[src/design/gda_pkg.sv]
// ----------------------------------------------------------------------------
// gda_pkg: shared constants and calendar tables
// Register indexes, reset values, field widths and month tables used by the
// date analyser and its checker.
// ----------------------------------------------------------------------------
package gda_pkg;

  localparam int YEAR_W  = 12;
  localparam int MON_W   = 7;
  localparam int DAY_W   = 7;
  localparam int DOY_W   = 9;
  localparam int CFG_A_W = 2;

  localparam logic [CFG_A_W-1:0] REG_YEAR_LOW  = 2'd0;
  localparam logic [CFG_A_W-1:0] REG_YEAR_HIGH = 2'd1;

  localparam logic [YEAR_W-1:0] YEAR_LOW_RST  = 12'd1700;
  localparam logic [YEAR_W-1:0] YEAR_HIGH_RST = 12'd2100;

  localparam logic [DOY_W-1:0] DAYS_IN_YEAR = 9'd365;

  // floor(x / 100) == (x * RECIP_100) >> RECIP_100_SH for x below 43699
  localparam logic [12:0] RECIP_100    = 13'd5243;
  localparam int          RECIP_100_SH = 19;

  // Days in month (1 to 12); lp adds the leap day to February
  function automatic logic [4:0] month_len(input logic [3:0] m, input logic lp);
    logic [4:0] len;
    case (m)
      4'd1, 4'd3, 4'd5, 4'd7, 4'd8, 4'd10, 4'd12: len = 5'd31;
      4'd4, 4'd6, 4'd9, 4'd11:                    len = 5'd30;
      4'd2:                                       len = lp ? 5'd29 : 5'd28;
      default:                                    len = 5'd0;
    endcase
    return len;
  endfunction

  // Days in the months before m, non-leap year
  function automatic logic [8:0] days_before(input logic [3:0] m);
    logic [8:0] n;
    case (m)
      4'd1:    n = 9'd0;
      4'd2:    n = 9'd31;
      4'd3:    n = 9'd59;
      4'd4:    n = 9'd90;
      4'd5:    n = 9'd120;
      4'd6:    n = 9'd151;
      4'd7:    n = 9'd181;
      4'd8:    n = 9'd212;
      4'd9:    n = 9'd243;
      4'd10:   n = 9'd273;
      4'd11:   n = 9'd304;
      4'd12:   n = 9'd334;
      default: n = 9'd0;
    endcase
    return n;
  endfunction

  // Days from 1 March to the first of month m in a March-based year
  function automatic logic [8:0] month_offset(input logic [3:0] m);
    logic [8:0] n;
    case (m)
      4'd3:    n = 9'd0;
      4'd4:    n = 9'd31;
      4'd5:    n = 9'd61;
      4'd6:    n = 9'd92;
      4'd7:    n = 9'd122;
      4'd8:    n = 9'd153;
      4'd9:    n = 9'd184;
      4'd10:   n = 9'd214;
      4'd11:   n = 9'd245;
      4'd12:   n = 9'd275;
      4'd1:    n = 9'd306;
      4'd2:    n = 9'd337;
      default: n = 9'd0;
    endcase
    return n;
  endfunction

endpackage

[src/design/gregorian_date_analyzer.sv]
// ----------------------------------------------------------------------------
// gregorian_date_analyzer: date check, day of year, weekday and neighbours
// Three-stage pipeline that validates a date against a programmable year
// window and derives its calendar properties and adjacent dates.
// ----------------------------------------------------------------------------
//  channel   ports                                   handshake
//  input     in_year, in_month, in_day               in_valid / in_ready
//  result    out_valid_res .. out_step_overflow      out_valid / out_ready
//  config    cfg_addr, cfg_wdata                     cfg_we, no wait
//
//  One item per cycle while the output is not stalled; each taken item passes
//  through stages 1, 2 and 3 in order. The depth is set by the reciprocal
//  multiplies for the divisions by 100 (stage 1), the leap and window logic
//  (stage 2) and the weekday modulo 7 fold (stage 3, output register).
//  A stalled output freezes all three stages together; nothing is dropped.
//  Synchronous reset empties the pipeline and loads the default year window.
// ----------------------------------------------------------------------------
module gregorian_date_analyzer (
  input  logic                         clk,
  input  logic                         rst_n,
  input  logic                         in_valid,
  output logic                         in_ready,
  input  logic [gda_pkg::YEAR_W-1:0]   in_year,
  input  logic [gda_pkg::MON_W-1:0]    in_month,
  input  logic [gda_pkg::DAY_W-1:0]    in_day,
  output logic                         out_valid,
  input  logic                         out_ready,
  output logic                         out_valid_res,
  output logic                         out_leap,
  output logic [gda_pkg::DOY_W-1:0]    out_day_of_year,
  output logic [gda_pkg::DOY_W-1:0]    out_days_left,
  output logic [2:0]                   out_weekday,
  output logic [gda_pkg::YEAR_W-1:0]   out_next_year,
  output logic [3:0]                   out_next_month,
  output logic [4:0]                   out_next_day,
  output logic [gda_pkg::YEAR_W-1:0]   out_prev_year,
  output logic [3:0]                   out_prev_month,
  output logic [4:0]                   out_prev_day,
  output logic [1:0]                   out_step_overflow,
  input  logic                         cfg_we,
  input  logic [gda_pkg::CFG_A_W-1:0]  cfg_addr,
  input  logic [gda_pkg::YEAR_W-1:0]   cfg_wdata
);
  import gda_pkg::*;

  logic adv;

  // configuration
  logic [YEAR_W-1:0] year_low_r, year_high_r;

  // stage 1
  logic              s1_v_r;
  logic [YEAR_W-1:0] s1_y_r;
  logic [MON_W-1:0]  s1_m_r;
  logic [DAY_W-1:0]  s1_d_r;
  logic              s1_win_r;
  logic [12:0]       s1_yy_r;
  logic [5:0]        s1_qy_r;
  logic [5:0]        s1_qyy_r;
  logic [12:0]       yy_nxt;
  logic [24:0]       py_prod;
  logic [25:0]       pyy_prod;

  // stage 2
  logic              s2_v_r;
  logic              s2_ok_r;
  logic              s2_lp_r;
  logic [DOY_W-1:0]  s2_doy_r;
  logic [13:0]       s2_sum_r;
  logic [YEAR_W-1:0] s2_ny_r, s2_py_r;
  logic [3:0]        s2_nm_r, s2_pm_r;
  logic [4:0]        s2_nd_r, s2_pd_r;
  logic [1:0]        s2_ovf_r;

  logic              lp_nxt, ok_nxt, m_ok, last_day, first_day;
  logic [3:0]        m4;
  logic [4:0]        d5, mlen;
  logic [DOY_W-1:0]  doy_nxt;
  logic [13:0]       sum_nxt;
  logic [12:0]       ny_wide;
  logic [YEAR_W-1:0] py_nxt;
  logic [3:0]        nm_nxt, pm_nxt;
  logic [4:0]        nd_nxt, pd_nxt;
  logic [1:0]        ovf_nxt;

  // stage 3
  logic              out_valid_r;
  logic [5:0]        fold_a;
  logic [3:0]        fold_b;
  logic [2:0]        wd_nxt;

  assign adv      = !out_valid_r || out_ready;
  assign in_ready = adv;
  assign out_valid = out_valid_r;

  always_ff @(posedge clk) begin
    if (!rst_n) begin
      year_low_r  <= YEAR_LOW_RST;
      year_high_r <= YEAR_HIGH_RST;
    end else if (cfg_we) begin
      if (cfg_addr == REG_YEAR_LOW) begin
        year_low_r <= cfg_wdata;
      end else if (cfg_addr == REG_YEAR_HIGH) begin
        year_high_r <= cfg_wdata;
      end
    end
  end

  // Stage 1: year shifted by 400 for the weekday count, and both /100 quotients
  always_comb begin
    yy_nxt   = {1'b0, in_year} + 13'd400 - ((in_month <= 7'd2) ? 13'd1 : 13'd0);
    py_prod  = {13'b0, in_year} * {12'b0, RECIP_100};
    pyy_prod = {13'b0, yy_nxt} * {13'b0, RECIP_100};
  end

  always_ff @(posedge clk) begin
    if (!rst_n) begin
      s1_v_r <= 1'b0;
    end else if (adv) begin
      s1_v_r <= in_valid;
    end
  end

  always_ff @(posedge clk) begin
    if (adv) begin
      s1_y_r   <= in_year;
      s1_m_r   <= in_month;
      s1_d_r   <= in_day;
      s1_win_r <= (in_year >= year_low_r) && (in_year <= year_high_r);
      s1_yy_r  <= yy_nxt;
      s1_qy_r  <= py_prod[RECIP_100_SH +: 6];
      s1_qyy_r <= pyy_prod[RECIP_100_SH +: 6];
    end
  end

  // Stage 2: leap flag, validity, day of year, neighbours, weekday day sum
  always_comb begin
    m4     = s1_m_r[3:0];
    d5     = s1_d_r[4:0];
    // divisible by 4, and not by 100 unless by 400
    lp_nxt = (s1_y_r[1:0] == 2'd0) &&
             ((s1_y_r != 12'(s1_qy_r * 7'd100)) || (s1_qy_r[1:0] == 2'd0));
    m_ok   = (s1_m_r >= 7'd1) && (s1_m_r <= 7'd12);
    mlen   = month_len(m_ok ? m4 : 4'd0, lp_nxt);
    ok_nxt = s1_win_r && m_ok && (s1_d_r != 7'd0) && (s1_d_r <= {2'b0, mlen});

    doy_nxt = days_before(m4) + {4'b0, d5} + {8'b0, (m4 > 4'd2) && lp_nxt};

    // 365 is 1 mod 7, so the year term counts once; +2 folds in -1 and +3
    sum_nxt = {1'b0, s1_yy_r} + {3'b0, s1_yy_r[12:2]} - {8'b0, s1_qyy_r}
            + {10'b0, s1_qyy_r[5:2]} + {5'b0, month_offset(m4)}
            + {7'b0, s1_d_r} + 14'd2;

    last_day = (d5 == mlen);
    ny_wide  = {1'b0, s1_y_r};
    nm_nxt   = m4;
    nd_nxt   = d5 + 5'd1;
    if (last_day) begin
      nd_nxt = 5'd1;
      if (m4 == 4'd12) begin
        nm_nxt  = 4'd1;
        ny_wide = {1'b0, s1_y_r} + 13'd1;
      end else begin
        nm_nxt = m4 + 4'd1;
      end
    end

    first_day = (d5 == 5'd1);
    py_nxt    = s1_y_r;
    pm_nxt    = m4;
    pd_nxt    = d5 - 5'd1;
    ovf_nxt   = 2'b00;
    if (first_day) begin
      if (m4 == 4'd1) begin
        pm_nxt = 4'd12;
        py_nxt = s1_y_r - 12'd1;
        pd_nxt = 5'd31;
        // compare on the unwrapped year: year 0 always steps out
        ovf_nxt[1] = (s1_y_r == 12'd0) || ((s1_y_r - 12'd1) < year_low_r);
      end else begin
        pm_nxt = m4 - 4'd1;
        pd_nxt = month_len(m4 - 4'd1, lp_nxt);
      end
    end
    ovf_nxt[0] = ny_wide > {1'b0, year_high_r};
  end

  always_ff @(posedge clk) begin
    if (!rst_n) begin
      s2_v_r <= 1'b0;
    end else if (adv) begin
      s2_v_r <= s1_v_r;
    end
  end

  always_ff @(posedge clk) begin
    if (adv) begin
      s2_ok_r  <= ok_nxt;
      s2_lp_r  <= lp_nxt;
      s2_doy_r <= doy_nxt;
      s2_sum_r <= sum_nxt;
      s2_ny_r  <= ny_wide[YEAR_W-1:0];
      s2_nm_r  <= nm_nxt;
      s2_nd_r  <= nd_nxt;
      s2_py_r  <= py_nxt;
      s2_pm_r  <= pm_nxt;
      s2_pd_r  <= pd_nxt;
      s2_ovf_r <= ovf_nxt;
    end
  end

  // Stage 3: modulo 7 by folding octal digits (8 is 1 mod 7), zero invalid items
  always_comb begin
    fold_a = {3'b0, s2_sum_r[2:0]} + {3'b0, s2_sum_r[5:3]} + {3'b0, s2_sum_r[8:6]}
           + {3'b0, s2_sum_r[11:9]} + {4'b0, s2_sum_r[13:12]};
    fold_b = {1'b0, fold_a[5:3]} + {1'b0, fold_a[2:0]};
    wd_nxt = (fold_b >= 4'd7) ? 3'(fold_b - 4'd7) : fold_b[2:0];
  end

  always_ff @(posedge clk) begin
    if (!rst_n) begin
      out_valid_r <= 1'b0;
    end else if (adv) begin
      out_valid_r <= s2_v_r;
    end
  end

  always_ff @(posedge clk) begin
    if (adv) begin
      out_valid_res     <= s2_ok_r;
      out_leap          <= s2_ok_r && s2_lp_r;
      out_day_of_year   <= s2_ok_r ? s2_doy_r : '0;
      out_days_left     <= s2_ok_r ? (DAYS_IN_YEAR + {8'b0, s2_lp_r} - s2_doy_r) : '0;
      out_weekday       <= s2_ok_r ? wd_nxt : '0;
      out_next_year     <= s2_ok_r ? s2_ny_r : '0;
      out_next_month    <= s2_ok_r ? s2_nm_r : '0;
      out_next_day      <= s2_ok_r ? s2_nd_r : '0;
      out_prev_year     <= s2_ok_r ? s2_py_r : '0;
      out_prev_month    <= s2_ok_r ? s2_pm_r : '0;
      out_prev_day      <= s2_ok_r ? s2_pd_r : '0;
      out_step_overflow <= s2_ok_r ? s2_ovf_r : '0;
    end
  end

endmodule

[config.mk]
export PLATFORM = sky130hd
export DESIGN_NAME = gregorian_date_analyzer
export DESIGN_NICKNAME = d
export VERILOG_FILES = /design/src/design/gda_pkg.sv /design/src/design/gregorian_date_analyzer.sv
export SDC_FILE = /design/constraint.sdc
export NUM_CORES = 1
export LEC_CHECK = 0
export BUFFER_PORTS_ARGS = -buffer_cell sky130_fd_sc_hd__buf_2
export CORE_AREA = 2 2 129 257
export CTS_CLUSTER_DIAMETER = 30
export CTS_CLUSTER_SIZE = 14
export DETAILED_ROUTE_END_ITERATION = 6
export DIE_AREA = 0 0 131 259
export PLACE_DENSITY = 0.76
export SLEW_MARGIN = 20
export SYNTH_ARGS = -nofsm -noshare
export SYNTH_HDL_FRONTEND = slang
export SYNTH_SLANG_ARGS = --single-unit
[constraint.sdc]
create_clock -name clk -period 23.4 [get_ports clk]
set_input_delay 4.68 -clock clk [delete_from_list [all_inputs] [get_ports clk]]
set_output_delay 4.68 -clock clk [all_outputs]
set_load 0.05 [all_outputs]
==> metrics, run 1 <==
routed length per instance roughly 17 µm; hold_buf cts 0; outcome completed; Ys Warns 0; Max Clock Skew ~15 ps; Synth Area in Compound Gates 0.0796; overflow left after global routing 0; DR pass1 iterations 5; Comb power frac 0.675; Leak a little over 10 nW; VDD IR max 0.169 mV; RSZ-0062 raised after global routing no; Top Layer Used met4; largest net degree at the start of global routing between 100 and 150; clock power share 0.139; layout cells sized above 1 0.101; clk sink count ~230; final cycle utilization of the critical path 0.519; dpl ws 10730 ps; Die Height about 260 µm; Die ar. around 34000 µm²; Sw Pwr 0.00141 W; area grow syn2layout 10.4%; FF-to-FF setup slack approximately 16000 ps; Crit path arrival time 12430 ps; Setup Buffers After CTS 0; clk buf depth 3; Hold Path End year_high_r[7]; relative slew slack 0.385; clk slew on worst S/H paths about 60 ps; cts repair resizes 0; Rows just over 90; Placed Cells roughly 2200; DR iter-0 viols 660; CP endpoint kind flop; IO Pins approximately 110; cells on worst reg2reg path 24; Power Internal 0.00180 W; final hold violations 0; Crit Path Max Fanout 7; clock insertion delay at the later pin of the skew report 550 ps; slowest stage delay, CP ~690 ps; drc violations 0; TritonCTS clock tree built; post-synthesis mux area share 0.00569; Yosys cell types 65; Synthesized Nets 2211; Post-synth EDFFs 188; initial antenna violation count 0; core area between 30000 and 40000 µm²; largest family of logic cells by synthesized area adder cells; Reg power frac 0.186; Hold Path Class flop to flop; Ant. Diodes 0; area share of fa/ha/maj cells after synthesis 0.357; htree depth 1; Top FF cell, synth edfxtp_1; Hold Path Depth 2; Initial Util 0.591; Startpoint Class input port; first-pass GRT wire length approximately 64 mm; fin crit period ~12000 ps; die extent in x 131 µm; mapped cell area 18900 µm²; WL met3 1.47 mm; vias in the first global route approximately 13000; power per cell area 153 nW/µm²; Worst path slowest cell xnor2_1; routability cong. around 0.9; post-synthesis register bit count 233; Non-Filler Instances approximately 2300; IO Port Bufs ~110; Simple-Gate Fraction of Synth Area 0.0911; average size of a mapped cell 11.1 µm²; Reg2Reg Capture Point s2_ovf_r[0]; sequential-to-total area share from yosys stat 0.346; crit path kind input port to flop; Via Count around 13000; cells after synthesis about 1700; hold_sp year_high_r[7]; Vias/cell 5.54; Setup TNS Final 0 ps; fin nets 2324; Synth Area in XOR/XNOR 0.0526; HPWL Detailed ~32 mm; met1 wire length ~13 mm; maxcap violations 0; most frequent CP cell fa_1; CP required 23690 ps; final slew viol count 0; met2 WL around 22 mm; FF-to-FF Start s1_qy_r[2]; Overall Global Routing Usage 0.241; Final ANT Viol Nets 0; switch share 0.439; Num CTS Buffers 30; WL final approximately 39 mm; Least-Margin Pin Slew around 920 ps; final setup fails 0; async set-reset flop share out of synthesis 0; final setup margin around 11000 ps; root cell of the clock tree clkbuf_16; Peak Freq approximately 82 MHz
-- worst max-delay path, delay by kind of cell --
family	cells	cell delay [ps]
simple gates	5	840
xor+xnor	2	800
buf+inv	5	350
compound gates	11	2330
fa+ha+maj	9	3420
-- cells by family (layout without fill, tap and decap cells) --
kind of cell / Yosys count / count (layout)
and+or+nand+nor: 332 / 332
muxes: 9 / 9
AOI/OAI and AO/OA: 232 / 232
DFF: 233 / 233
buffers and inverters: 334 / 469
xor gates and xnor gates: 112 / 112
adders and majority gates: 457 / 457
-- final cells by class --
| type | instances | area (µm²) |
|---|---|---|
| Clock buffer | 32 | 779 |
| Tap cell | 427 | 534 |
| Clock inverter | 22 | 220 |
| Fill cell | 2502 | 11100 |
| Multi-Input combinational cell | 1142 | 11100 |
| Inverter | 297 | 1120 |
| Sequential cell | 233 | 6550 |
| Timing Repair Buffer | 118 | 603 |
-- worst max path at each step --
stage                      from           to  slack (ps)  cells after the start
finish              in_month[1]  s1_qyy_r[5]       11260                     32
global route        in_month[1]  s1_qyy_r[5]       10980                     32
CTS                 in_month[1]  s1_qyy_r[5]       11320                     32
detailed placement  in_month[1]  s1_qyy_r[5]       10730                     32
global placement    in_month[1]  s1_qyy_r[5]       11030                     32
floorplan             out_ready     in_ready        9900                      3
-- per-stage QoR --
step / hold WS (ps) / total power (W) / cell area, µm² / utilization
final: 470 / 0.00321 / 20900 / 0.653
after global routing: 485 / 0.00353 / 20900 / 0.653
after CTS: 468 / 0.00324 / 20900 / 0.653
after detailed placement: 460 / 0.00277 / 19900 / 0.622
after global placement: 450 / 0.00262 / 19900 / 0.622
after floorplan: 440 / 0.00227 / 18900 / -
-- layout by cell type (no fill, tap or decap), types with 5 or more instances in the layout --
cell and instances:
nor2_1 50, or3_1 5, a211o_1 7, mux2i_1 6
a21oi_1 57, o21ai_0 49, and2_1 65, xor2_1 37
o21bai_1 5, edfxtp_1 188, clkbuf_16 31, buf_2 113
nand3_1 19, o21a_1 13, nor2b_1 17, and3_1 9
nor3_1 12, xnor2_1 73, buf_4 5, a21boi_0 18
nand4_1 16, ha_1 319, nand2b_1 16, nand2_1 99
o211ai_1 15, a211oi_1 5, inv_1 295, fa_1 138
dfxtp_1 45, a31oi_1 7, inv_8 5, a21o_1 32
-- synthesized netlist by cell type (19+ instances only) --
cell / count / share of area
o21ai_0: 49 / 0.013
fa_1: 138 / 0.15
xor2_1: 37 / 0.017
xnor2_1: 73 / 0.034
clkbuf_1: 24 / 0.0048
nor2_1: 50 / 0.0099
ha_1: 319 / 0.21
edfxtp_1: 188 / 0.30
nand3_1: 19 / 0.0050
a21oi_1: 57 / 0.015
inv_1: 296 / 0.059
nand2_1: 99 / 0.020
dfxtp_1: 45 / 0.048
a21o_1: 32 / 0.013
and2_1: 65 / 0.021
-- registers in the layout, summed over array words and instances, names as in the netlist, 5 cells and up, named ones only --
| name | cells |
|---|---|
| out_day_of_year | 9 |
| out_days_left | 9 |
| out_next_day | 5 |
| out_next_year | 12 |
| out_prev_day | 5 |
| out_prev_year | 12 |
| s1_d_r | 7 |
| s1_m_r | 7 |
| s1_qy_r | 6 |
| s1_qyy_r | 6 |
| s1_y_r | 12 |
| s1_yy_r | 13 |
| s2_doy_r | 9 |
| s2_nd_r | 5 |
| s2_ny_r | 12 |
| s2_pd_r | 5 |
| s2_py_r | 12 |
| s2_sum_r | 14 |
| year_high_r | 12 |
| year_low_r | 12 |
-- metal layers --
layer | vias to the layer above | global-route usage
met2 | 343 | 0.462
met3 | 133 | 0.0202
met4 | 0 | 0.129
met5 | - | 0
li1 | 5994 | -
met1 | 6119 | 0.252
-- power groups by stage --
stage	registers [W]	logic [W]	clock network (W)
2_1_floorplan	0.000608	0.00166	0
3_3_place_gp	0.000605	0.00202	0
3_5_place_dp	0.000606	0.00216	0
4_1_cts	0.000597	0.00219	0.000452
5_1_grt	0.000604	0.00246	0.000468
6_report	0.000597	0.00216	0.000447
No activity file was read; power rests on OpenSTA's default activity.
==> inputs of run 2 (changes only) <==
--- a/config.mk
+++ b/config.mk
@@ -5,12 +5,13 @@
 export SDC_FILE = /design/constraint.sdc
 export NUM_CORES = 1
 export LEC_CHECK = 0
+export ABC_AREA = 1
 export BUFFER_PORTS_ARGS = -buffer_cell sky130_fd_sc_hd__buf_2
-export CORE_AREA = 2 2 129 257
+export CORE_AREA = 2 2 133 264
 export CTS_CLUSTER_DIAMETER = 30
 export CTS_CLUSTER_SIZE = 14
 export DETAILED_ROUTE_END_ITERATION = 6
-export DIE_AREA = 0 0 131 259
+export DIE_AREA = 0 0 135 266
 export PLACE_DENSITY = 0.76
 export SLEW_MARGIN = 20
 export SYNTH_ARGS = -nofsm -noshare
==> constraint.sdc (replaced) <==
create_clock -name clk -period 12.2 [get_ports clk]
set_input_delay 2.44 -clock clk [delete_from_list [all_inputs] [get_ports clk]]
set_output_delay 2.44 -clock clk [all_outputs]
set_load 0.05 [all_outputs]
==> run 2 against run 1 <==
- core utilization rose by 0.20 points
- hold slack gained 19 ps
- non-clock buffer count up 1
- clock skew rose by 5.1 ps
- cell count is 23% higher
==> metrics, run 2 <==
met2 Track Usage GR 0.534; final cycle utilization of the critical path 0.707; GR Layer Usage met1 0.268; first-pass GRT wire length 76.3 mm; most flop-heavy register s2_sum_r; largest family of logic cells by synthesized area adder cells; Die Height 266 µm; utilization after layout 0.655; routability cong. 0.972; IO Port Bufs around 110; Peak Freq 116 MHz; Post-synth EDFFs about 190; commonest cells after routing, fill and taps aside inv_1, nand2_1, ha_1; Yosys cell types 51; max FFs per register 14; clock insertion delay at the later pin of the skew report roughly 530 ps; Multi-input gate area around 12000 µm²; area share of fa/ha/maj cells after synthesis 0.336; post-synthesis mux area share 0.000560; final setup fails 0; register area roughly 6500 µm²; Final ANT Viol Nets 0; Ant. Diodes 0; Hold Path Class flop to flop; Rows 96; most common cell after layout, fill and taps aside inv_1; Initial Util 0.590; htree depth 2; fin crit period 8630 ps; Synthesized Nets approximately 2700; mapped cell area about 20000 µm²; hold_sp s2_v_r; async set-reset flop share out of synthesis 0; commonest cells in the netlist inv_1, nand2_1, ha_1; crit path kind input port to flop; post-synth top area cell edfxtp_1; crit path buf inv count 11; hold_buf cts 0; overflow left after global routing 0; Setup Buffers After CTS 0; TritonCTS clock tree built; Hold Slack between 400 and 500 ps; post-synthesis register bit count approximately 230; drc violations 0; clk sink count ~230; vias in the first global route around 16000; maxcap violations 0; FF-to-FF Start s1_qy_r[1]; CP required between 10000 and 15000 ps; initial antenna violation count 0; sequential-to-total area share from yosys stat 0.325; delay-heaviest family, CP adder cells; Hold Path End s2_v_r; cells after synthesis roughly 2200; Via Count around 15000; cells on worst reg2reg path 33; slowest stage delay, CP roughly 530 ps; Vias/cell 5.47; final slew viol count 0; FF-to-FF setup slack 6430 ps; CP endpoint kind flop; Die ar. approximately 36000 µm²; Worst path slowest cell fa_1; Ys Warns 0; DR pass1 iterations 5; Setup TNS Final 0 ps; Crit Path Max Fanout 5; Reg2Reg Capture Point s2_ovf_r[0]; DR iter-0 viols slightly below 900; registers with the most flip-flops s2_sum_r (14), s1_yy_r (13); clk buf depth 3; Hold Path Depth 2; Max Clock Skew between 20 and 25 ps; Overall Global Routing Usage 0.274; most frequent CP cell inv_1; Startpoint Class input port; die extent in x between 100 and 150 µm; clk slew on worst S/H paths approximately 60 ps; fillers 2810; Num CTS Buffers 34; layout cells sized above 1 0.0930; Least-Margin Pin Slew 1170 ps; final hold violations 0; cts repair resizes 0; root cell of the clock tree clkbuf_16; grt met3 use 0.0236; RSZ-0062 raised after global routing no; IO Pins about 110; Simple-Gate Fraction of Synth Area 0.140; routed length per instance roughly 17 µm; count leader, synth inv_1; outcome completed; WL final around 48 mm; Top FF cell, synth edfxtp_1; Crit path arrival time between 8000 and 9000 ps; HPWL Detailed about 39 mm; top-area cell type share of the netlist area 0.281; largest net degree at the start of global routing 65; relative slew slack 0.214; Synth Area in Compound Gates 0.0716; average size of a mapped cell about 9.2 µm²; area grow syn2layout 11.1%; main area contributors after synthesis edfxtp_1, ha_1, fa_1, inv_1, nand2_1; fin nets around 2800; Synth Area in XOR/XNOR 0.0299; GRT Max-Usage Layer met2; core area around 34000 µm²
run 2: changes by cell type after synthesis, sizes merged, moves of 58 or more:
cell / previous run / this run
nand2: 100 / 405
inv: 297 / 486
nor2: 51 / 115
and2: 65 / 2
xnor2: 75 / 12
a21oi: 57 / 115
run 2: worst max-delay path by stage:
stage | from | endpoint | slack [ps] | depth (start not counted)
after detailed placement | in_month[1] | s1_qyy_r[0] | 3060 | 31
after global placement | in_month[1] | s1_qyy_r[5] | 3210 | 35
after floorplan | in_month[1] | s1_qyy_r[5] | 4150 | 34
after global routing | in_month[1] | s1_qyy_r[5] | 3120 | 35
final | in_month[1] | s1_qyy_r[5] | 3570 | 35
after CTS | in_month[1] | s1_qyy_r[5] | 3580 | 35
run 2: area by class of cell:
type | instances | area share
tap | 441 | 0.0247
clock buffer | 35 | 0.0383
timing repair buffer | 119 | 0.0273
clock inverter | 26 | 0.0141
inverter | 488 | 0.0820
multi-input combinational | 1443 | 0.521
sequential | 233 | 0.293
run 2: cells by family after synthesis:
| logic type | after synthesis |
|---|---|
| mux | 1 |
| compound gates | 258 |
| buf+inv | 511 |
| simple gates | 661 |
| fa+ha+maj | 457 |
| flops | 233 |
| xor+xnor | 66 |
run 2: per-stage QoR:
stage,std cells,instance area (µm²),setup WS [ps]
floorplan,2187,20100,4150
global placement,2724,21200,3210
detailed placement,2724,21200,3060
CTS,2785,22300,3580
global route,2785,22300,3120
finish,2785,22300,3570
run 2: tightest hold or removal path, stage by stage, from the launching register on:
cell and delay (ps):
dfxtp_1 310, inv_1 70, a21oi_1 60
run 2: routing by layer:
layer,vias to the layer above,part of all wire
met2,469,0.55
met3,186,0.036
met4,0,0.073
met1,7268,0.34
met5,-,0
li1,7322,-
Power of run 2 is left out: the tool's default activity adds up to more than one toggle a clock period on the data nets, which glitch-free logic cannot reach.
